==> config.mk <==
export PLATFORM = sky130hd
export DESIGN_NAME = ordered_list_engine
export DESIGN_NICKNAME = d
export VERILOG_FILES = /design/src/rtl/core/ole_pkg.sv /design/src/rtl/core/ole_datapath.sv /design/src/rtl/core/ole_ctrl.sv /design/src/rtl/core/ordered_list_engine.sv
export SDC_FILE = /design/constraint.sdc
export NUM_CORES = 2
export LEC_CHECK = 0
export BUFFER_PORTS_ARGS = -buffer_cell sky130_fd_sc_hd__buf_2
export CAP_MARGIN = 20
export CORE_UTILIZATION = 32
export DETAILED_ROUTE_END_ITERATION = 6
export HOLD_SLACK_MARGIN = 0.02
export PLACE_DENSITY = 0.54
export SKIP_LAST_GASP = 1
export SYNTH_ARGS = -nofsm -noshare
export SYNTH_HDL_FRONTEND = slang
export SYNTH_HIERARCHICAL = 1
export SYNTH_SLANG_ARGS = --single-unit
export TNS_END_PERCENT = 30
==> constraint.sdc <==
create_clock -name clk -period 4.7 [get_ports clk]
set_clock_uncertainty 0.1 [all_clocks]
set_input_delay 0.235 -clock clk [delete_from_list [all_inputs] [get_ports clk]]
set_output_delay 0.235 -clock clk [all_outputs]
set_load 0.05 [all_outputs]
==> src/rtl/core/ole_pkg.sv <==
// Package: shared constants, opcodes, status codes and controller/datapath interface types.
`timescale 1ns / 1ps
package ole_pkg;
    localparam int DEPTH = 32;
    localparam int IW = $clog2(DEPTH);
    localparam int LW = IW + 1;
    localparam logic [LW-1:0] NUL = LW'(DEPTH);

    typedef enum logic [2:0] {
        OP_INS = 3'd0,
        OP_DELK = 3'd1,
        OP_DELF = 3'd2,
        OP_DELL = 3'd3,
        OP_DUMP = 3'd4
    } op_t;

    localparam logic [1:0] ST_OK = 2'd0;
    localparam logic [1:0] ST_MISS = 2'd1;
    localparam logic [1:0] ST_FULL = 2'd2;

    typedef struct packed {
        logic load;
        logic insert;
        logic fetch;
        logic advance;
        logic unlink_tail;
        logic unlink_cur;
        logic unlink_fix;
        logic emit;
        logic emit_key;
        logic [1:0] status;
        logic last;
    } ole_cmd_t;

    typedef struct packed {
        logic full;
        logic cur_nul;
        logic match;
        logic next_nul;
        logic steps_done;
    } ole_sts_t;
endpackage

==> src/rtl/core/ole_datapath.sv <==
// Datapath: node store memories, head/tail/free stack registers and the list walk.
`timescale 1ns / 1ps
module ole_datapath
    import ole_pkg::*;
(
    input  logic               clk,
    input  logic               rst_n,
    input  ole_cmd_t           cmd,
    input  logic signed [31:0] key,
    output ole_sts_t           sts,
    output logic signed [31:0] out_key,
    output logic [1:0]         status,
    output logic               last,
    output logic               valid
);
    logic [31:0]   key_mem [DEPTH];
    logic [LW-1:0] nxt_mem [DEPTH];
    logic [LW-1:0] prv_mem [DEPTH];
    logic [IW-1:0] free_mem [DEPTH];

    logic [LW-1:0] head_reg, tail_reg, free_top_reg, cur_reg, steps_reg;
    logic [LW-1:0] free_init_reg;
    logic [31:0]   key_reg, rd_key_reg;
    logic [LW-1:0] rd_nxt_reg, rd_prv_reg;
    logic          fix_nxt_reg, fix_prv_reg;
    logic [LW-1:0] fix_p_reg, fix_n_reg;
    logic signed [31:0] out_key_reg;
    logic [1:0]    status_reg;
    logic          last_reg, valid_reg;
    logic [IW-1:0] slot_reg;

    assign sts.full = (free_top_reg == '0);
    assign sts.cur_nul = (cur_reg == NUL);
    assign sts.match = (rd_key_reg == key_reg);
    assign sts.next_nul = (rd_nxt_reg == NUL);
    assign sts.steps_done = (steps_reg + 1'b1 >= LW'(DEPTH));

    always_ff @(posedge clk)
    begin
        if (cmd.insert)
        begin
            key_mem[slot_reg] <= key_reg;
            prv_mem[slot_reg] <= NUL;
            nxt_mem[slot_reg] <= head_reg;
            if (head_reg != NUL)
            begin
                prv_mem[IW'(head_reg)] <= LW'(slot_reg);
            end
        end
        if (cmd.fetch && cur_reg != NUL)
        begin
            rd_key_reg <= key_mem[IW'(cur_reg)];
            rd_nxt_reg <= nxt_mem[IW'(cur_reg)];
            rd_prv_reg <= prv_mem[IW'(cur_reg)];
        end
        if (cmd.unlink_fix)
        begin
            if (fix_nxt_reg)
            begin
                nxt_mem[IW'(fix_p_reg)] <= fix_n_reg;
            end
            if (fix_prv_reg)
            begin
                prv_mem[IW'(fix_n_reg)] <= fix_p_reg;
            end
            free_mem[IW'(free_top_reg)] <= IW'(cur_reg);
        end
    end

    always_ff @(posedge clk or negedge rst_n)
    begin
        if (!rst_n)
        begin
            head_reg <= NUL;
            tail_reg <= NUL;
            free_top_reg <= LW'(DEPTH);
            free_init_reg <= LW'(DEPTH);
            cur_reg <= NUL;
            steps_reg <= '0;
            valid_reg <= 1'b0;
            fix_nxt_reg <= 1'b0;
            fix_prv_reg <= 1'b0;
            fix_p_reg <= NUL;
            fix_n_reg <= NUL;
        end
        else
        begin
            valid_reg <= cmd.emit;
            if (cmd.load)
            begin
                cur_reg <= cmd.unlink_tail ? tail_reg : head_reg;
                steps_reg <= '0;
            end
            if (cmd.advance)
            begin
                cur_reg <= rd_nxt_reg;
                steps_reg <= steps_reg + 1'b1;
            end
            if (cmd.insert)
            begin
                if (head_reg == NUL)
                begin
                    tail_reg <= LW'(slot_reg);
                end
                head_reg <= LW'(slot_reg);
                free_top_reg <= free_top_reg - 1'b1;
                if (free_top_reg <= free_init_reg)
                begin
                    free_init_reg <= free_top_reg - 1'b1;
                end
            end
            if (cmd.unlink_cur)
            begin
                fix_p_reg <= rd_prv_reg;
                fix_n_reg <= rd_nxt_reg;
                fix_nxt_reg <= (rd_prv_reg != NUL);
                fix_prv_reg <= (rd_nxt_reg != NUL);
                if (rd_prv_reg == NUL)
                begin
                    head_reg <= rd_nxt_reg;
                end
                if (rd_nxt_reg == NUL)
                begin
                    tail_reg <= rd_prv_reg;
                end
            end
            if (cmd.unlink_fix)
            begin
                free_top_reg <= free_top_reg + 1'b1;
            end
        end
    end

    always_ff @(posedge clk)
    begin
        if (cmd.load)
        begin
            key_reg <= key;
            // free stack reads as identity until a slot is pushed above the initial fill
            slot_reg <= (free_top_reg > free_init_reg) ? free_mem[IW'(free_top_reg - 1'b1)]
                                                       : IW'(free_top_reg - 1'b1);
        end
        if (cmd.emit)
        begin
            out_key_reg <= cmd.emit_key ? rd_key_reg : '0;
            status_reg <= cmd.status;
            last_reg <= cmd.last;
        end
    end

    assign out_key = out_key_reg;
    assign status = status_reg;
    assign last = last_reg;
    assign valid = valid_reg;
endmodule

==> src/rtl/core/ole_ctrl.sv <==
// Controller: state machine sequencing each request over the datapath.
`timescale 1ns / 1ps
module ole_ctrl
    import ole_pkg::*;
(
    input  logic     clk,
    input  logic     rst_n,
    input  logic     start,
    input  logic [2:0] op,
    input  ole_sts_t sts,
    output ole_cmd_t cmd,
    output logic     busy
);
    typedef enum logic [5:0] {
        S_IDLE  = 6'b000001,
        S_FETCH = 6'b000010,
        S_CHECK = 6'b000100,
        S_FIX   = 6'b001000,
        S_WAIT  = 6'b010000,
        S_DUMP  = 6'b100000
    } state_t;

    state_t state_reg, state_next;
    logic [2:0] op_reg;

    always_ff @(posedge clk or negedge rst_n)
    begin
        if (!rst_n)
        begin
            state_reg <= S_IDLE;
            op_reg <= OP_INS;
        end
        else
        begin
            state_reg <= state_next;
            if (start && state_reg == S_IDLE)
            begin
                op_reg <= op;
            end
        end
    end

    assign busy = (state_reg != S_IDLE);

    always_comb
    begin
        cmd = '0;
        state_next = state_reg;
        unique case (state_reg)
            S_IDLE:
            begin
                if (start)
                begin
                    cmd.load = 1'b1;
                    cmd.unlink_tail = (op == OP_DELL);
                    unique case (op)
                        OP_INS:
                        begin
                            state_next = S_FIX;
                        end
                        OP_DELK, OP_DELF, OP_DELL, OP_DUMP:
                        begin
                            state_next = S_FETCH;
                        end
                        default:
                        begin
                            state_next = S_IDLE;
                        end
                    endcase
                end
            end
            S_FETCH:
            begin
                cmd.fetch = 1'b1;
                if (sts.cur_nul)
                begin
                    cmd.emit = 1'b1;
                    cmd.status = ST_MISS;
                    cmd.last = 1'b1;
                    state_next = S_WAIT;
                end
                else
                begin
                    state_next = (op_reg == OP_DUMP) ? S_DUMP : S_CHECK;
                end
            end
            S_CHECK:
            begin
                if (op_reg != OP_DELK || sts.match)
                begin
                    cmd.unlink_cur = 1'b1;
                    state_next = S_FIX;
                end
                else if (sts.next_nul || sts.steps_done)
                begin
                    cmd.emit = 1'b1;
                    cmd.status = ST_MISS;
                    cmd.last = 1'b1;
                    state_next = S_WAIT;
                end
                else
                begin
                    cmd.advance = 1'b1;
                    state_next = S_FETCH;
                end
            end
            S_FIX:
            begin
                cmd.emit = 1'b1;
                cmd.last = 1'b1;
                if (op_reg == OP_INS)
                begin
                    cmd.insert = !sts.full;
                    cmd.status = sts.full ? ST_FULL : ST_OK;
                end
                else
                begin
                    cmd.unlink_fix = 1'b1;
                    cmd.status = ST_OK;
                end
                state_next = S_WAIT;
            end
            S_WAIT:
            begin
                state_next = S_IDLE;
            end
            S_DUMP:
            begin
                cmd.emit = 1'b1;
                cmd.emit_key = 1'b1;
                cmd.status = ST_OK;
                cmd.last = sts.next_nul || sts.steps_done;
                if (cmd.last)
                begin
                    state_next = S_WAIT;
                end
                else
                begin
                    cmd.advance = 1'b1;
                    state_next = S_FETCH;
                end
            end
            default:
            begin
                state_next = S_IDLE;
            end
        endcase
    end
endmodule

==> src/rtl/core/ordered_list_engine.sv <==
// Top level: bounded doubly linked list engine with command-style handshake.
// Insert goes from idle straight to the fix state; delete first/last also pass through fetch and check.
// Delete by key: a fetch and a check state per node visited, for at most DEPTH nodes.
// Dump: a fetch and a dump state per node, one result strobe per node and one store read per node.
// Asynchronous active-low reset empties the list and marks every slot free.
// Results are strobed for one cycle; the receiver cannot stall.
`timescale 1ns / 1ps
module ordered_list_engine
    import ole_pkg::*;
(
    input  logic               clk,
    input  logic               rst_n,
    input  logic               start,
    output logic               busy,
    input  logic [2:0]         op,
    input  logic signed [31:0] key,
    output logic               valid,
    output logic signed [31:0] out_key,
    output logic [1:0]         status,
    output logic               last
);
    ole_cmd_t cmd;
    ole_sts_t sts;

    ole_ctrl u_ctrl (
        .clk   (clk),
        .rst_n (rst_n),
        .start (start),
        .op    (op),
        .sts   (sts),
        .cmd   (cmd),
        .busy  (busy)
    );

    ole_datapath u_dp (
        .clk     (clk),
        .rst_n   (rst_n),
        .cmd     (cmd),
        .key     (key),
        .sts     (sts),
        .out_key (out_key),
        .status  (status),
        .last    (last),
        .valid   (valid)
    );

    a_emit_busy: assert property (@(posedge clk) disable iff (!rst_n)
        cmd.emit |-> busy)
        else $error("result raised while idle");
    a_no_accept_pending: assert property (@(posedge clk) disable iff (!rst_n)
        (valid && !last) |-> busy)
        else $error("request ended without final transfer");
    a_full_key: assert property (@(posedge clk) disable iff (!rst_n)
        (valid && status != ST_OK) |-> (out_key == 32'sd0 && last))
        else $error("flagged result malformed");
endmodule

==> summary.txt <==
Run status
  – Status: finished clean

Logic synthesis
  – Largest family of logic cells by synthesized area: multiplexers
  – Netlist cell types: 60
  – Post-synth EDFFs: between 1500 and 2000
  – Synth area leaders: edfxtp_1 69%, mux4_2 15%, mux2_2 3.8%
  – Syn nets: 3876
  – Post-synthesis xor/xnor area fraction: 0.5409%
  – FFs w/ async S/R, synth: roughly 3.4%
  – Register area share after synthesis: 71.47%
  – Yosys reg bits: between 1500 and 2000
  – Synth Area in Compound Gates: approximately 2.3%
  – Post-synth top area share: 69.39%
  – Synth area leader: edfxtp_1
  – Post-synth top flop: edfxtp_1
  – Mux cell area share after synthesis: 19.67%
  – Mapped cell area: 72870 um2
  – Syn Inst Count: 3826
  – Synth Area in Simple Gates: 4.179%
  – Post-Synth Adder-Cell Area: 0.2060%
  – Average cell area after synthesis: 19.05 um2
  – Warnings from Yosys: 6

Pwr
  – Pwr Density: approximately 520 nW/um2
  – LEAKAGE: 25.80 nW
  – Worst VDD drop: 0.3960 mV
  – Final Total Pwr: 0.04371 W

Layout
  – Final nets: 4058
  – Share of cells above drive strength 1: 30.58%
  – Biggest regs: u_dp/key_mem: 1024 flops, u_dp/nxt_mem: 192 flops, u_dp/prv_mem: 192 flops
  – Largest register by flop count: u_dp/key_mem
  – Max reg flops: 1024
  – FILL cells: 20830
  – Final Instance Area: 83800 um2
  – Area Growth Syn to Fin: 15.00%
  – Most common cell after layout, fill and taps aside: edfxtp_1
  – Commonest non-fill, non-tap cells in the layout: 1684 x edfxtp_1, 482 x mux4_2, 299 x nand2_1

Timing
  – Fin. max-slew vios: 0
  – Rel. slew slack: 30.30%
  – Unrepaired setup endpoints after global routing: false
  – Period utilization: between 90% and 100%
  – Actual slew at the worst max-slew pin: approximately 1.0 ns
  – Final Setup Violations: 0
  – Tmin final: 4.362 ns
  – Hold Vio Cnt, Final: 0
  – Peak Freq: 229.2 MHz
  – Setup TNS: 0 ns
  – Fin worst setup slack: 0.3378 ns
  – Hold slack: 0.04909 ns

Die
  – I/O Pins: 75
  – DIE AREA: 229600 um2
  – Die height: 479.2 um
  – Num rows: 174
  – Initial core utilization: between 30% and 40%
  – Core area: 225500 um2
  – Die Wd: approximately 480 um

Setup path
  – R2R setup slack: 0.34 ns
  – Crit. End Element: register
  – Worst Setup Start Kind: register
  – Worst Path Arrival: 4.79 ns
  – CP max-delay cell: edfxtp_1
  – Worst path max stage delay: around 0.96 ns
  – Sequence of cells on the critical path: xor2_1, nor4_1, nand4_1, nor2_1, buf_4, nor4b_1, a32oi_1, nand3_4, buf_12
  – Crit Path Category: reg2reg
  – Top Family by Delay on Critical Path: simple AND/OR/NAND/NOR gates
  – Crit Reg-Reg Endpoint: u_dp/out_key[8]
  – Crit path required time: just over 5 ns
  – Crit path max fanout: 33
  – Crit path buf inv count: 2
  – R2R cell count: 9
  – Crit Reg-Reg Startpoint: u_dp/key_reg[29]

Clocking
  – Root buf cell: clkbuf_16
  – CTS max path bufs: 3
  – Clock Latency Late Sink: 0.83 ns
  – CTS tree: built
  – Htree depth: 4
  – Clk slew on worst S/H paths: 0.06 ns
  – Clk sinks: 1744
  – CTS Buf Count: 179

GRT
  – Gr ovfl total: 0
  – Vias in the first global route: a little under 40000
  – Largest net degree at the start of global routing: roughly 120
  – Global-route wire length before repair: between 200 and 300 mm
  – Initial antenna violation count: 7
  – All-Layer GR Usage: between 15 and 20%

Drt
  – Residual DRC: 0
  – Drt pass-1 iters: 5
  – Total wire length: 196.8 mm
  – Routed len/inst: between 20 and 30 um
  – DRT iter0 DRCs: 3723
  – Vias: roughly 37000
  – Antenna viol nets, final: 0
  – Via density: 5.241

Placement
  – Placed cell areas: 77540 um2
  – Setup WS pre-CTS: 0.006315 ns
  – I/O Buffers: 74
  – GP Congestion: 0.8163
  – Dpl hpwl: ~110 mm

Flow run
  – Max-Cap Viols: 0

Min path
  – HP Class: in2async
where the power goes:
group          total (W)  switching, W  internal [W]
Combinational     0.0109       0.00587       0.00507
Sequential        0.0190      0.000839        0.0182
Clock             0.0137       0.00611       0.00764
per-layer routing:
layer	vias up	wire, um	global-route usage, %
li1	15830	-	-
met1	20020	84990	23.60
met2	1374	93620	27.15
met3	262	13220	3.266
met4	2	4934	4.681
met5	-	12	0
metrics by stage:
step / util [%] / cells
2_1_floorplan: - / 3826
3_3_place_gp: 34.38 / 6762
3_5_place_dp: 34.38 / 6762
4_1_cts: 37.12 / 7148
5_1_grt: 37.15 / 7153
6_report: 37.15 / 7153
what timing repair did:
| item | CTS | global route |
|---|---|---|
| setup buffers | 1 | 0 |
| endpoints found under the hold margin | 114 | 0 |
| pin swaps | 0 | 0 |
| hold buffers | 53 | 0 |
| endpoints found under the setup margin | 14 | 3 |
| resized for setup | 0 | 1 |
cell type report:
type / instances / area [um2] / share of cell area [%]
Inverter: 30 / 112.6 / 0.1344
Timing Repair Buffer: 266 / 2426 / 2.895
Clock buffer: 241 / 4817 / 5.748
Sequential cell: 1744 / 52100 / 62.17
Clock inverter: 91 / 814.5 / 0.9720
Tap cell: 2992 / 3744 / 4.467
Antenna cell: 2 / 5.005 / 0.005972
Multi-Input combinational cell: 1787 / 19780 / 23.60
tightest hold or removal path, stage by stage:
cell	delay (ns)
dlygate4sd3_1	0.52
buf_2	0.09
buf_4	0.62
worst max-delay path by stage:
stage | slack (ns) | cells after the start | startpoint | to
6_report | 0.34 | 9 | u_dp/key_reg[29] | u_dp/out_key[8]
5_1_grt | 0.21 | 13 | u_dp/key_reg[29] | u_dp/head_reg[4]
4_1_cts | 0.33 | 9 | u_dp/key_reg[28] | u_dp/out_key[8]
3_5_place_dp | 0.006 | 9 | u_dp/key_reg[28] | u_dp/out_key[10]
3_3_place_gp | -0.04 | 13 | u_dp/key_reg[28] | u_dp/head_reg[0]
2_1_floorplan | -0.05 | 12 | u_dp/free_top_reg[0] | u_dp/prv_mem[11][0]
cell usage after synthesis, types with 3 or more instances:
library cell  number
edfxtp_1        1684
mux4_2           482
nand2_1          299
mux2_2           247
clkbuf_1         211
o21ai_0          166
nor2_1           153
mux2i_1           65
dfrtp_1           52
a22o_1            45
buf_2             36
xor2_1            34
and2_1            32
inv_1             30
or3_1             30
a21oi_1           23
nand3b_1          23
nand3_1           21
nand2b_1          14
ha_1              12
nor3_1            12
o22ai_1           12
xnor2_1           11
buf_1             10
nand4_1           10
nor4_1            10
nor2b_1            9
o211ai_1           9
or2_2              9
dfstp_2            8
nor3b_1            8
buf_6              7
nand4b_1           6
or3b_2             5
a211oi_1           3
and3_1             3
mux2_4             3
cell families (layout without fill, tap and decap cells):
logic type,Yosys count,in the layout
DFF,1744,1744
muxes,797,797
and+or+nand+nor,657,657
buffers and inverters,295,628
AOI/OAI and AO/OA,276,276
xor gates and xnor gates,45,45
adders and majority gates,12,12
other,0,2
Note: power is estimated with default switching activity, not from simulation.
